File: src/sv/csb_pkg.sv
`timescale 1ns / 1ps
// ----------------------------------------------------------------------------
// csb_pkg
// Shared types and constants for the clipped alpha sprite blitter.
// ----------------------------------------------------------------------------

package csb_pkg;

  localparam int CFG_ADDR_W = 3;
  localparam int CFG_DATA_W = 12;
  localparam int SIZE_W     = 11;
  localparam int POS_W      = 12;
  localparam int CNT_W      = 10;
  localparam int COORD_W    = 13;
  localparam int ADDR_W     = 20;

  localparam logic [SIZE_W-1:0] SIZE_MIN = 11'd1;
  localparam logic [SIZE_W-1:0] SIZE_MAX = 11'd1024;
  localparam logic [SIZE_W-1:0] CLIP_MAX = 11'd1024;
  localparam logic [7:0]        ALPHA_OPAQUE = 8'd255;
  localparam logic [7:0]        ALPHA_CLEAR  = 8'd0;

  typedef enum logic [CFG_ADDR_W-1:0] {
    REG_SPRITE_WIDTH  = 3'd0,
    REG_SPRITE_HEIGHT = 3'd1,
    REG_POS_X         = 3'd2,
    REG_POS_Y         = 3'd3,
    REG_CLIP_LEFT     = 3'd4,
    REG_CLIP_RIGHT    = 3'd5,
    REG_CLIP_TOP      = 3'd6,
    REG_CLIP_BOTTOM   = 3'd7
  } cfg_reg_t;

  // Sprite sizes are held already limited to 1..1024.
  typedef struct packed {
    logic        [SIZE_W-1:0] sprite_width;
    logic        [SIZE_W-1:0] sprite_height;
    logic signed [POS_W-1:0]  pos_x;
    logic signed [POS_W-1:0]  pos_y;
    logic        [SIZE_W-1:0] clip_left;
    logic        [SIZE_W-1:0] clip_right;
    logic        [SIZE_W-1:0] clip_top;
    logic        [SIZE_W-1:0] clip_bottom;
  } cfg_t;

  typedef struct packed {
    logic [7:0] red;
    logic [7:0] green;
    logic [7:0] blue;
    logic [7:0] alpha;
  } pixel_t;

  // One placed texel between the walker and the pixel stage.
  typedef struct packed {
    pixel_t                    src;
    pixel_t                    dst;
    logic signed [COORD_W-1:0] x;
    logic signed [COORD_W-1:0] y;
    logic                      last;
  } texel_t;

endpackage

File: src/sv/csb_cfg.sv
`timescale 1ns / 1ps
// ----------------------------------------------------------------------------
// csb_cfg
// Configuration register file; sprite sizes are limited when written.
// ----------------------------------------------------------------------------

module csb_cfg (
  input  logic                           clk,
  input  logic                           rst_n,
  input  logic                           cfg_we,
  input  logic [csb_pkg::CFG_ADDR_W-1:0] cfg_addr,
  input  logic [csb_pkg::CFG_DATA_W-1:0] cfg_data,
  output csb_pkg::cfg_t                  cfg
);

  csb_pkg::cfg_t                     cfg_r;
  csb_pkg::cfg_t                     cfg_nxt;
  logic [csb_pkg::SIZE_W-1:0]        v11;
  logic [csb_pkg::SIZE_W-1:0]        size_lim;

  assign v11 = cfg_data[csb_pkg::SIZE_W-1:0];

  always_comb begin
    if (v11 == '0) begin
      size_lim = csb_pkg::SIZE_MIN;
    end else if (v11 > csb_pkg::SIZE_MAX) begin
      size_lim = csb_pkg::SIZE_MAX;
    end else begin
      size_lim = v11;
    end
  end

  always_comb begin
    cfg_nxt = cfg_r;
    if (cfg_we) begin
      case (csb_pkg::cfg_reg_t'(cfg_addr))
        csb_pkg::REG_SPRITE_WIDTH:  cfg_nxt.sprite_width  = size_lim;
        csb_pkg::REG_SPRITE_HEIGHT: cfg_nxt.sprite_height = size_lim;
        csb_pkg::REG_POS_X:         cfg_nxt.pos_x         = $signed(cfg_data);
        csb_pkg::REG_POS_Y:         cfg_nxt.pos_y         = $signed(cfg_data);
        csb_pkg::REG_CLIP_LEFT:     cfg_nxt.clip_left     = v11;
        csb_pkg::REG_CLIP_RIGHT:    cfg_nxt.clip_right    = v11;
        csb_pkg::REG_CLIP_TOP:      cfg_nxt.clip_top      = v11;
        csb_pkg::REG_CLIP_BOTTOM:   cfg_nxt.clip_bottom   = v11;
        default:                    cfg_nxt = cfg_r;
      endcase
    end
  end

  always_ff @(posedge clk) begin
    if (!rst_n) begin
      cfg_r.sprite_width  <= csb_pkg::SIZE_MIN;
      cfg_r.sprite_height <= csb_pkg::SIZE_MIN;
      cfg_r.pos_x         <= '0;
      cfg_r.pos_y         <= '0;
      cfg_r.clip_left     <= '0;
      cfg_r.clip_right    <= csb_pkg::CLIP_MAX;
      cfg_r.clip_top      <= '0;
      cfg_r.clip_bottom   <= csb_pkg::CLIP_MAX;
    end else begin
      cfg_r <= cfg_nxt;
    end
  end

  assign cfg = cfg_r;

endmodule

File: src/sv/csb_walk.sv
`timescale 1ns / 1ps
// ----------------------------------------------------------------------------
// csb_walk
// Input stage: raster counters place each accepted texel on screen.
// ----------------------------------------------------------------------------

module csb_walk (
  input  logic            clk,
  input  logic            rst_n,
  input  csb_pkg::cfg_t   cfg,
  input  logic            in_valid,
  output logic            in_stall,
  input  csb_pkg::pixel_t in_src,
  input  csb_pkg::pixel_t in_dst,
  input  logic            pix_ready,
  output logic            s1_valid,
  output csb_pkg::texel_t s1
);

  logic [csb_pkg::CNT_W-1:0]  col_r, col_nxt;
  logic [csb_pkg::CNT_W-1:0]  row_r, row_nxt;
  logic                       s1_valid_r, s1_valid_nxt;
  csb_pkg::texel_t            s1_r, s1_nxt;
  logic [csb_pkg::SIZE_W-1:0] col_inc, row_inc;
  logic                       end_row, end_all, accept;

  assign in_stall = s1_valid_r && !pix_ready;
  assign accept   = in_valid && !in_stall;

  assign col_inc = {1'b0, col_r} + 11'd1;
  assign row_inc = {1'b0, row_r} + 11'd1;
  assign end_row = col_inc >= cfg.sprite_width;
  assign end_all = end_row && (row_inc >= cfg.sprite_height);

  always_comb begin
    col_nxt = col_r;
    row_nxt = row_r;
    if (accept) begin
      if (end_all) begin
        col_nxt = '0;
        row_nxt = '0;
      end else if (end_row) begin
        col_nxt = '0;
        row_nxt = row_inc[csb_pkg::CNT_W-1:0];
      end else begin
        col_nxt = col_inc[csb_pkg::CNT_W-1:0];
      end
    end
  end

  // The slot refills whenever it is empty or its item moves on this cycle.
  always_comb begin
    s1_valid_nxt = s1_valid_r;
    if (!s1_valid_r || pix_ready) begin
      s1_valid_nxt = in_valid;
    end
  end

  always_comb begin
    s1_nxt      = s1_r;
    if (accept) begin
      s1_nxt.src  = in_src;
      s1_nxt.dst  = in_dst;
      s1_nxt.x    = {cfg.pos_x[csb_pkg::POS_W-1], cfg.pos_x} + $signed({3'b000, col_r});
      s1_nxt.y    = {cfg.pos_y[csb_pkg::POS_W-1], cfg.pos_y} + $signed({3'b000, row_r});
      s1_nxt.last = end_all;
    end
  end

  always_ff @(posedge clk) begin
    if (!rst_n) begin
      col_r      <= '0;
      row_r      <= '0;
      s1_valid_r <= 1'b0;
    end else begin
      col_r      <= col_nxt;
      row_r      <= row_nxt;
      s1_valid_r <= s1_valid_nxt;
    end
  end

  always_ff @(posedge clk) begin
    s1_r <= s1_nxt;
  end

  assign s1_valid = s1_valid_r;
  assign s1       = s1_r;

endmodule

File: src/sv/csb_pix.sv
`timescale 1ns / 1ps
// ----------------------------------------------------------------------------
// csb_pix
// Result stage: clip test, address, alpha blend and the output register.
// ----------------------------------------------------------------------------

module csb_pix #(
  parameter int SCREEN_WIDTH = 1024
) (
  input  logic                        clk,
  input  logic                        rst_n,
  input  csb_pkg::cfg_t               cfg,
  input  logic                        s1_valid,
  input  csb_pkg::texel_t             s1,
  output logic                        pix_ready,
  output logic                        out_valid,
  input  logic                        out_stall,
  output logic                        out_write,
  output logic [csb_pkg::ADDR_W-1:0]  out_addr,
  output csb_pkg::pixel_t             out_pix,
  output logic                        out_last
);

  localparam int SW_BITS = $clog2(SCREEN_WIDTH + 1);
  localparam int PROD_W  = csb_pkg::COORD_W + SW_BITS + 1;
  localparam logic signed [SW_BITS:0] SW_S = (SW_BITS + 1)'(SCREEN_WIDTH);

  // dst + floor(a * (src - dst) / 256), kept to eight bits.
  function automatic logic [7:0] blend(input logic [7:0] s, input logic [7:0] d,
                                       input logic [7:0] a);
    logic signed [8:0]  diff;
    logic signed [17:0] prod;
    logic signed [17:0] shifted;
    diff    = $signed({1'b0, s}) - $signed({1'b0, d});
    prod    = $signed({1'b0, a}) * diff;
    shifted = prod >>> 8;
    return d + shifted[7:0];
  endfunction

  logic                              valid_r, valid_nxt;
  logic                              write_r, write_nxt;
  logic [csb_pkg::ADDR_W-1:0]        addr_r, addr_nxt;
  csb_pkg::pixel_t                   pix_r, pix_nxt;
  logic                              last_r, last_nxt;
  logic                              take, kept, write;
  logic signed [PROD_W-1:0]          row_base;
  logic signed [csb_pkg::COORD_W-1:0] cl, cr, ct, cb;

  assign pix_ready = !valid_r || !out_stall;
  assign take      = s1_valid && pix_ready;

  assign cl = $signed({2'b00, cfg.clip_left});
  assign cr = $signed({2'b00, cfg.clip_right});
  assign ct = $signed({2'b00, cfg.clip_top});
  assign cb = $signed({2'b00, cfg.clip_bottom});

  assign kept  = (s1.x >= cl) && (s1.x < cr) && (s1.y >= ct) && (s1.y < cb);
  assign write = kept && (s1.src.alpha != csb_pkg::ALPHA_CLEAR);

  // Off-screen points simply wrap in the twenty-bit address.
  assign row_base = s1.y * SW_S;

  always_comb begin
    valid_nxt = valid_r;
    if (pix_ready) begin
      valid_nxt = s1_valid;
    end
  end

  always_comb begin
    write_nxt = write_r;
    addr_nxt  = addr_r;
    pix_nxt   = pix_r;
    last_nxt  = last_r;
    if (take) begin
      write_nxt = write;
      addr_nxt  = csb_pkg::ADDR_W'(row_base) + csb_pkg::ADDR_W'(s1.x);
      last_nxt  = s1.last;
      if (write && s1.src.alpha == csb_pkg::ALPHA_OPAQUE) begin
        pix_nxt = s1.src;
      end else if (write) begin
        pix_nxt.red   = blend(s1.src.red,   s1.dst.red,   s1.src.alpha);
        pix_nxt.green = blend(s1.src.green, s1.dst.green, s1.src.alpha);
        pix_nxt.blue  = blend(s1.src.blue,  s1.dst.blue,  s1.src.alpha);
        pix_nxt.alpha = s1.dst.alpha;
      end else begin
        pix_nxt = s1.dst;
      end
    end
  end

  always_ff @(posedge clk) begin
    if (!rst_n) begin
      valid_r <= 1'b0;
    end else begin
      valid_r <= valid_nxt;
    end
  end

  always_ff @(posedge clk) begin
    write_r <= write_nxt;
    addr_r  <= addr_nxt;
    pix_r   <= pix_nxt;
    last_r  <= last_nxt;
  end

  assign out_valid = valid_r;
  assign out_write = write_r;
  assign out_addr  = addr_r;
  assign out_pix   = pix_r;
  assign out_last  = last_r;

endmodule

File: src/sv/clipped_alpha_sprite_blit.sv
`timescale 1ns / 1ps
// ----------------------------------------------------------------------------
// clipped_alpha_sprite_blit
// Places raster-order sprite texels on screen, clips them and alpha blends
// each one over the destination pixel it is paired with.
// ----------------------------------------------------------------------------
//
//   channel  handshake            payload
//   in       in_valid / in_stall  in_src_*, in_dst_* (8 bits each)
//   out      out_valid/out_stall  out_write_pixel, out_pixel_address, out_red,
//                                 out_green, out_blue, out_alpha, out_last_texel
//   cfg      cfg_we               cfg_addr (3 bits), cfg_data (12 bits)
//
// One item per cycle sustained while out_stall stays low; each item passes
// from input to result through the placement register and the result register.
// The blend and address multiplies sit between those two registers.
// Reset clears the raster counters and both stage valids and sets the config defaults.
// in_stall rises only when both stages hold items and out_stall is high.

module clipped_alpha_sprite_blit #(
  parameter int SCREEN_WIDTH = 1024
) (
  input  logic                           clk,
  input  logic                           rst_n,
  input  logic                           cfg_we,
  input  logic [csb_pkg::CFG_ADDR_W-1:0] cfg_addr,
  input  logic [csb_pkg::CFG_DATA_W-1:0] cfg_data,
  input  logic                           in_valid,
  output logic                           in_stall,
  input  logic [7:0]                     in_src_red,
  input  logic [7:0]                     in_src_green,
  input  logic [7:0]                     in_src_blue,
  input  logic [7:0]                     in_src_alpha,
  input  logic [7:0]                     in_dst_red,
  input  logic [7:0]                     in_dst_green,
  input  logic [7:0]                     in_dst_blue,
  input  logic [7:0]                     in_dst_alpha,
  output logic                           out_valid,
  input  logic                           out_stall,
  output logic                           out_write_pixel,
  output logic [csb_pkg::ADDR_W-1:0]     out_pixel_address,
  output logic [7:0]                     out_red,
  output logic [7:0]                     out_green,
  output logic [7:0]                     out_blue,
  output logic [7:0]                     out_alpha,
  output logic                           out_last_texel
);

  csb_pkg::cfg_t   cfg;
  csb_pkg::pixel_t in_src, in_dst, out_pix;
  csb_pkg::texel_t s1;
  logic            s1_valid, pix_ready;

  assign in_src = '{red: in_src_red, green: in_src_green, blue: in_src_blue,
                    alpha: in_src_alpha};
  assign in_dst = '{red: in_dst_red, green: in_dst_green, blue: in_dst_blue,
                    alpha: in_dst_alpha};

  csb_cfg u_cfg (
    .clk      (clk),
    .rst_n    (rst_n),
    .cfg_we   (cfg_we),
    .cfg_addr (cfg_addr),
    .cfg_data (cfg_data),
    .cfg      (cfg)
  );

  csb_walk u_walk (
    .clk       (clk),
    .rst_n     (rst_n),
    .cfg       (cfg),
    .in_valid  (in_valid),
    .in_stall  (in_stall),
    .in_src    (in_src),
    .in_dst    (in_dst),
    .pix_ready (pix_ready),
    .s1_valid  (s1_valid),
    .s1        (s1)
  );

  csb_pix #(
    .SCREEN_WIDTH (SCREEN_WIDTH)
  ) u_pix (
    .clk       (clk),
    .rst_n     (rst_n),
    .cfg       (cfg),
    .s1_valid  (s1_valid),
    .s1        (s1),
    .pix_ready (pix_ready),
    .out_valid (out_valid),
    .out_stall (out_stall),
    .out_write (out_write_pixel),
    .out_addr  (out_pixel_address),
    .out_pix   (out_pix),
    .out_last  (out_last_texel)
  );

  assign out_red   = out_pix.red;
  assign out_green = out_pix.green;
  assign out_blue  = out_pix.blue;
  assign out_alpha = out_pix.alpha;

endmodule

File: config.mk
export PLATFORM = sky130hd
export DESIGN_NAME = clipped_alpha_sprite_blit
export DESIGN_NICKNAME = d
export VERILOG_FILES = /design/src/sv/csb_pkg.sv /design/src/sv/csb_cfg.sv /design/src/sv/csb_walk.sv /design/src/sv/csb_pix.sv /design/src/sv/clipped_alpha_sprite_blit.sv
export SDC_FILE = /design/constraint.sdc
export NUM_CORES = 1
export LEC_CHECK = 0
export ABC_AREA = 1
export BUFFER_PORTS_ARGS = -buffer_cell sky130_fd_sc_hd__clkbuf_2
export CAP_MARGIN = 10
export CORE_MARGIN = 5
export CORE_UTILIZATION = 40
export DETAILED_ROUTE_END_ITERATION = 8
export GPL_TIMING_DRIVEN = 0
export PLACE_DENSITY = 0.64
export SYNTH_ARGS = -nofsm -noshare
export SYNTH_HDL_FRONTEND = slang
export SYNTH_HIERARCHICAL = 1
export SYNTH_SLANG_ARGS = --single-unit
export TNS_END_PERCENT = 5
File: constraint.sdc
create_clock -name clk -period 8.6 [get_ports clk]
set_input_delay 0.43 -clock clk [delete_from_list [all_inputs] [get_ports clk]]
set_output_delay 0.43 -clock clk [all_outputs]
set_load 0.005 [all_outputs]
==> results of run 1 <==
## logic make-up after synthesis
logic type | synth area share (%)
buf+inv | 9.51
xor+xnor | 3.72
fa+ha+maj | 28.1
compound gates | 9.35
flops | 31.1
simple gates | 18.2
## cells in the mapped netlist (6+ instances only)
| cell type | n |
|---|---|
| xor2_1 | 60 |
| o211ai_1 | 6 |
| a21o_1 | 8 |
| xnor2_1 | 30 |
| buf_6 | 8 |
| nand4_1 | 28 |
| nor2_1 | 261 |
| dfxtp_1 | 112 |
| o21ai_1 | 9 |
| nand2_1 | 460 |
| a21oi_1 | 179 |
| o211ai_2 | 14 |
| buf_4 | 6 |
| buf_2 | 10 |
| or2_2 | 10 |
| ha_1 | 261 |
| edfxtp_1 | 145 |
| clkbuf_1 | 22 |
| inv_2 | 19 |
| o21bai_1 | 9 |
| inv_1 | 425 |
| nor3_1 | 13 |
| o21ai_0 | 109 |
| nand2_2 | 15 |
| fa_1 | 135 |
| nand3_1 | 82 |
## worst reg2reg max path, delay by kind of cell, from the launching register on
kind	cells	cell delay (ns)
adders and majority gates	8	3.51
DFF	1	0.39
buffers and inverters	6	0.34
xor gates and xnor gates	2	0.74
AOI/OAI and AO/OA	8	1.34
and+or+nand+nor	14	1.40
## sequential cells by signal, summed over array words and instances, names as in the netlist
signal and flops:
u_walk/row_r 10, u_walk/col_r 10, u_pix/out_write 1, u_pix/out_last 1
u_pix/out_pix 32, u_walk/s1_valid 1, u_cfg/cfg 90, u_pix/out_addr 20
u_pix/out_valid 1, u_walk/s1 91
## per-layer routing
| metal | part of all wire (%) | routed length [µm] |
|---|---|---|
| met4 | 3.4 | 1910 |
| met2 | 51 | 28400 |
| met5 | 0.078 | 44 |
| met1 | 40 | 22300 |
| met3 | 6.2 | 3460 |
## layout make-up
class | count | area, µm² | share of cell area, %
multi-input combinational | 1740 | 12600 | 51.7
sequential | 257 | 6600 | 27.1
inverter | 448 | 1680 | 6.91
timing repair buffer | 193 | 1280 | 5.26
clock buffer | 45 | 878 | 3.60
tap | 688 | 861 | 3.53
buffer | 53 | 334 | 1.37
clock inverter | 11 | 126 | 0.519
## per-stage QoR
stage                     hold slack (ns)  util, %  power (mW)  instances  instance area [µm²]
after floorplan                     0.400        -        7.37       2498                21200
after global placement              0.446     43.3        8.78       3325                22800
after detailed placement            0.445     43.5        9.02       3328                22800
after CTS                         0.00191     46.4        10.4       3435                24400
after global routing              0.00702     46.4        11.6       3435                24400
final                              0.0279     46.4        10.5       3435                24400
## worst paths after layout
check,from,end,slack [ns],cells past startpoint
max,u_walk/s1[45],u_pix/out_pix[23],0.61,38
min,in_dst_red[4],u_walk/s1[55],0.03,1
min reg2reg,u_walk/s1[0],u_pix/out_last,0.45,0
max reg2reg,u_walk/s1[45],u_pix/out_pix[23],0.61,38
## power groups by stage
stage | Combinational (mW) | Sequential, mW | Clock [mW]
global route | 8.74 | 1.45 | 1.36
global placement | 7.30 | 1.48 | 0
detailed placement | 7.54 | 1.47 | 0
floorplan | 5.91 | 1.46 | 0
finish | 7.73 | 1.45 | 1.28
CTS | 7.67 | 1.45 | 1.32
## what timing repair did
item | CTS | global route
endpoints found under the setup margin | 0 | 1
buffers inserted | 0 | 0
hold buffers | 51 | 0
gates resized for setup | 0 | 1
hold endpoints to repair | 51 | 0
==> run metrics, run 1 <==
root buffer cell=clkbuf_16; pwr dens=429 mW/mm²; share of cells above drive strength 1=11.2%; P_sw=5.28 mW; number of antenna violations at the first check in global routing=4; pin count of the biggest net entering global routing=66; Starting DRT DRC Count=1038; max-slew violations=0; Worst Path Buf+Inv=6; DP Wirelength=44900 µm; Leak Pwr=12.0 nW; global routing's busiest layer=met2; startpoint types=flip-flop; number of antenna-violating nets in the routed design=0; Sw Share=50.5%; Comb pwr share=73.9%; synth unique cells=54; Seq/Total Area, Yosys=31.1%; Slew Limit Headroom=42.3%; Layout Nets=3203; Ys Warns=6; most common cell after layout, fill and taps aside=nand2_1; P_int=5.18 mW; Antenna Diode Count=0; Final WS setup=0.609 ns; synthesized cell area=0.0212 mm²; Max Cap Violations=0; Crit-path slowest cell=xor2_1; syn_nets=2978; fmax=0.125 GHz; Fillers=5107; DRT Wirelength=56100 µm; Residual DRC=0; CP Max Fanout=8; Area Growth Syn to Fin=14.9%; Yosys top cell by area=edfxtp_1; clk_lat worst skew=0.60 ns; endpoints failing setup=0; global-route wire length before repair=89600 µm; TritonCTS clock tree=yes; status=finished clean; dpl ws=0.641 ns; TritonCTS Buffers=30; WS Path Type=flip-flop to flip-flop; clock slew at reported path FFs=0.06 ns; total grt overflow=0; Reg power frac=13.8%; M2 GR Usage=35.2%; Async SR Flop Fraction=0%; CP required=8.91 ns; die height=240 µm; Yosys top cell area share=20.5%; Clock Skew=0.0177 ns; H-tree depth=1; clock network power share=12.3%; crit end category=flip-flop; row count=84; endpoints failing hold=0; Post-synth EDFFs=145; Initial Utilization=40.3%; Die X=240 µm; core area=0.0526 mm²; vias per cell=5.01; minimum clock period=7.99 ns; CP top delay family=adder cells; clk sinks=257; most frequent cells in the layout=nand2_1 (460), inv_1 (425), nor2_1 (261), ha_1 (261), a21oi_1 (177); via count=17226; TritonRoute pass-1 iters=5; FF+latch count, synth=257; IO buf count=139; die area=0.0577 mm²; Final Cycle Share=92.9%; VDD IR-drop max=0.444 mV; CP arrival=8.30 ns; wire per inst=16.3 µm; RePlAce Congestion=0.910; Gate Count Post-Synth=2498; gr usage total=19.3%; syn avg cell area=8.49 µm²; top post-synthesis cells by area=edfxtp_1 (21%), ha_1 (15%), fa_1 (13%); # IOs=140; maximum buffer depth of the clock tree=3; RSZ-0062 raised after global routing=false; Least-Margin Pin Slew=0.859 ns; Worst path most repeated cell=nand2_1; HP Class=primary input to flip-flop; GR Util met3=3.97%; vias in the first global route=17841; Fin Setup TNS=0 ns; commonest register cell after synthesis=edfxtp_1; CP max stage delay=0.62 ns; M1 GR Usage=22.8%
Note: power is estimated with default switching activity, not from simulation.
==> inputs of run 2 (changes only) <==
--- a/config.mk
+++ b/config.mk
@@ -8,10 +8,8 @@
 export ABC_AREA = 1
 export BUFFER_PORTS_ARGS = -buffer_cell sky130_fd_sc_hd__clkbuf_2
 export CAP_MARGIN = 10
-export CORE_MARGIN = 5
 export CORE_UTILIZATION = 40
 export DETAILED_ROUTE_END_ITERATION = 8
-export GPL_TIMING_DRIVEN = 0
 export PLACE_DENSITY = 0.64
 export SYNTH_ARGS = -nofsm -noshare
 export SYNTH_HDL_FRONTEND = slang
==> constraint.sdc (replaced) <==
create_clock -name clk -period 8.6 [get_ports clk]
set_input_delay 1.29 -clock clk [delete_from_list [all_inputs] [get_ports clk]]
set_output_delay 1.29 -clock clk [all_outputs]
set_load 0.005 [all_outputs]
==> run metrics, run 2 (synthesized netlist as in run 1, its figures left out) <==
Initial Utilization=40.4%; die height=232 µm; H-tree depth=1; Max Cap Violations=0; pin count of the biggest net entering global routing=93; Slew Limit Headroom=39.5%; reg-to-reg endpoint=u_pix/out_pix[23]; worst hold path endpoint=u_pix/out_addr[0]; RePlAce Congestion=0.891; number of antenna-violating nets in the routed design=0; endpoints failing setup=0; Reg power frac=14.2%; Sw Share=50.0%; P_sw=5.11 mW; gr usage total=19.9%; maximum buffer depth of the clock tree=3; total grt overflow=0; Largest register FFs=91; TritonCTS Buffers=29; Fillers=5036; root buffer cell=clkbuf_16; vias per cell=5.01; status=finished clean; HP Class=flip-flop to flip-flop; clock slew at reported path FFs=0.06 ns; CP required=8.91 ns; Worst path most repeated cell=nand2_1; P_int=5.12 mW; cts hold-fix bufs=0; Leak Pwr=11.6 nW; RSZ-0062 raised after global routing=false; Hold Crit Start=u_walk/s1[14]; Fin Setup TNS=0 ns; die area=0.0539 mm²; Post-CTS Setup Bufs=0; TritonCTS clock tree=yes; DP Wirelength=41300 µm; finished layout cell area=0.0235 mm²; DRT Wirelength=53400 µm; Layout Nets=3107; core area=0.0524 mm²; # IOs=140; TritonRoute pass-1 iters=5; most frequent cells in the layout=nand2_1 (460), inv_1 (425), ha_1 (261); Clock Skew=0.0313 ns; fmax=0.130 GHz; number of antenna violations at the first check in global routing=7; startpoint types=flip-flop; vias in the first global route=16817; max-slew violations=0; WS Path Type=flip-flop to flip-flop; Area Growth Syn to Fin=10.7%; CP arrival=8.00 ns; Least-Margin Pin Slew=0.901 ns; clock network power share=11.9%; clk_lat worst skew=0.58 ns; via count=16736; Starting DRT DRC Count=1183; Final Cycle Share=89.4%; Die X=232 µm; minimum clock period=7.69 ns; pwr dens=436 mW/mm²; reg2reg start=u_walk/s1[45]; CP Max Fanout=5; Post-CTS Resized=0; CP max stage delay=0.54 ns; endpoints failing hold=0; share of cells above drive strength 1=10.8%; worst hold path depth=0; global-route wire length before repair=85200 µm; IO buf count=139; Crit-path slowest cell=fa_1; FF/Latch Area=0.00660 mm²; Residual DRC=0; VDD IR-drop max=0.488 mV; crit end category=flip-flop; Comb pwr share=73.9%; wire per inst=16.0 µm; clk sinks=257; dpl cell area=0.0225 mm²; worst reg2reg path depth=40; most common cell after layout, fill and taps aside=nand2_1; internal reg-to-reg setup slack=0.91 ns; row count=84; Multi-input gate area=0.0126 mm²
## run 2: cell count changes in the layout (fill, tap and decap cells not counted), moves of 2 or more
cell / delta
buf_12: -3
buf_16: -2
buf_2: -9
buf_4: +5
buf_6: -8
clkbuf_1: -25
clkbuf_16: -2
clkbuf_2: -2
clkinv_2: +2
clkinvlp_4: -2
diode_2: +3
dlygate4sd3_1: -51
## run 2: critical path: cells and delay by family (launching register included)
kind	cells	cell delay (ns)
simple gates	15	1.32
flops	1	0.38
fa+ha+maj	8	3.63
buf+inv	6	0.32
xor+xnor	2	0.34
compound gates	9	1.42
## run 2: how the worst max path moves through the flow
stage	start	depth (start not counted)	end	slack [ns]
global placement	u_walk/s1[45]	40	u_pix/out_pix[23]	1.17
global route	u_walk/s1[53]	38	u_pix/out_pix[31]	0.37
detailed placement	u_walk/s1[45]	40	u_pix/out_pix[23]	1.04
finish	u_walk/s1[45]	40	u_pix/out_pix[23]	0.91
floorplan	u_walk/s1[45]	40	u_pix/out_pix[23]	1.67
CTS	u_walk/s1[45]	40	u_pix/out_pix[23]	0.98
## run 2: power by group through the flow
stage                     Sequential, mW  Clock [mW]  Combinational [mW]
final                               1.45        1.22                7.56
after global routing                1.46        1.29                8.54
after CTS                           1.45        1.26                7.52
after detailed placement            1.48           0                7.43
after global placement              1.48           0                7.23
after floorplan                     1.46           0                5.91
## run 2: cell type report
type,instances,share of cell area (%)
antenna,3,0.0320
clock buffer,43,3.58
clock inverter,11,0.384
inverter,448,7.17
multi-input combinational,1740,53.7
sequential,257,28.1
tap,688,3.67
timing repair buffer,151,3.35
## run 2: layer usage
| metal | vias to the layer above | GRT usage, % | wire length, µm |
|---|---|---|---|
| li1 | 8285 | - | - |
| met1 | 7918 | 24.4 | 22300 |
| met2 | 435 | 35.4 | 26600 |
| met3 | 92 | 3.46 | 3080 |
| met4 | 6 | 5.74 | 1310 |
| met5 | - | 0 | 28 |
## run 2: metrics by stage
| stage | hold WS (ns) | total power [mW] | setup slack (ns) | util, % | cells |
|---|---|---|---|---|---|
| after detailed placement | 0.444 | 8.91 | 1.04 | 43.0 | 3284 |
| after global routing | 0.479 | 11.3 | 0.366 | 44.8 | 3341 |
| after CTS | 0.459 | 10.2 | 0.983 | 44.7 | 3338 |
| after global placement | 0.447 | 8.71 | 1.17 | 43.0 | 3284 |
| final | 0.455 | 10.2 | 0.913 | 44.8 | 3341 |
| after floorplan | 0.400 | 7.37 | 1.67 | - | 2498 |
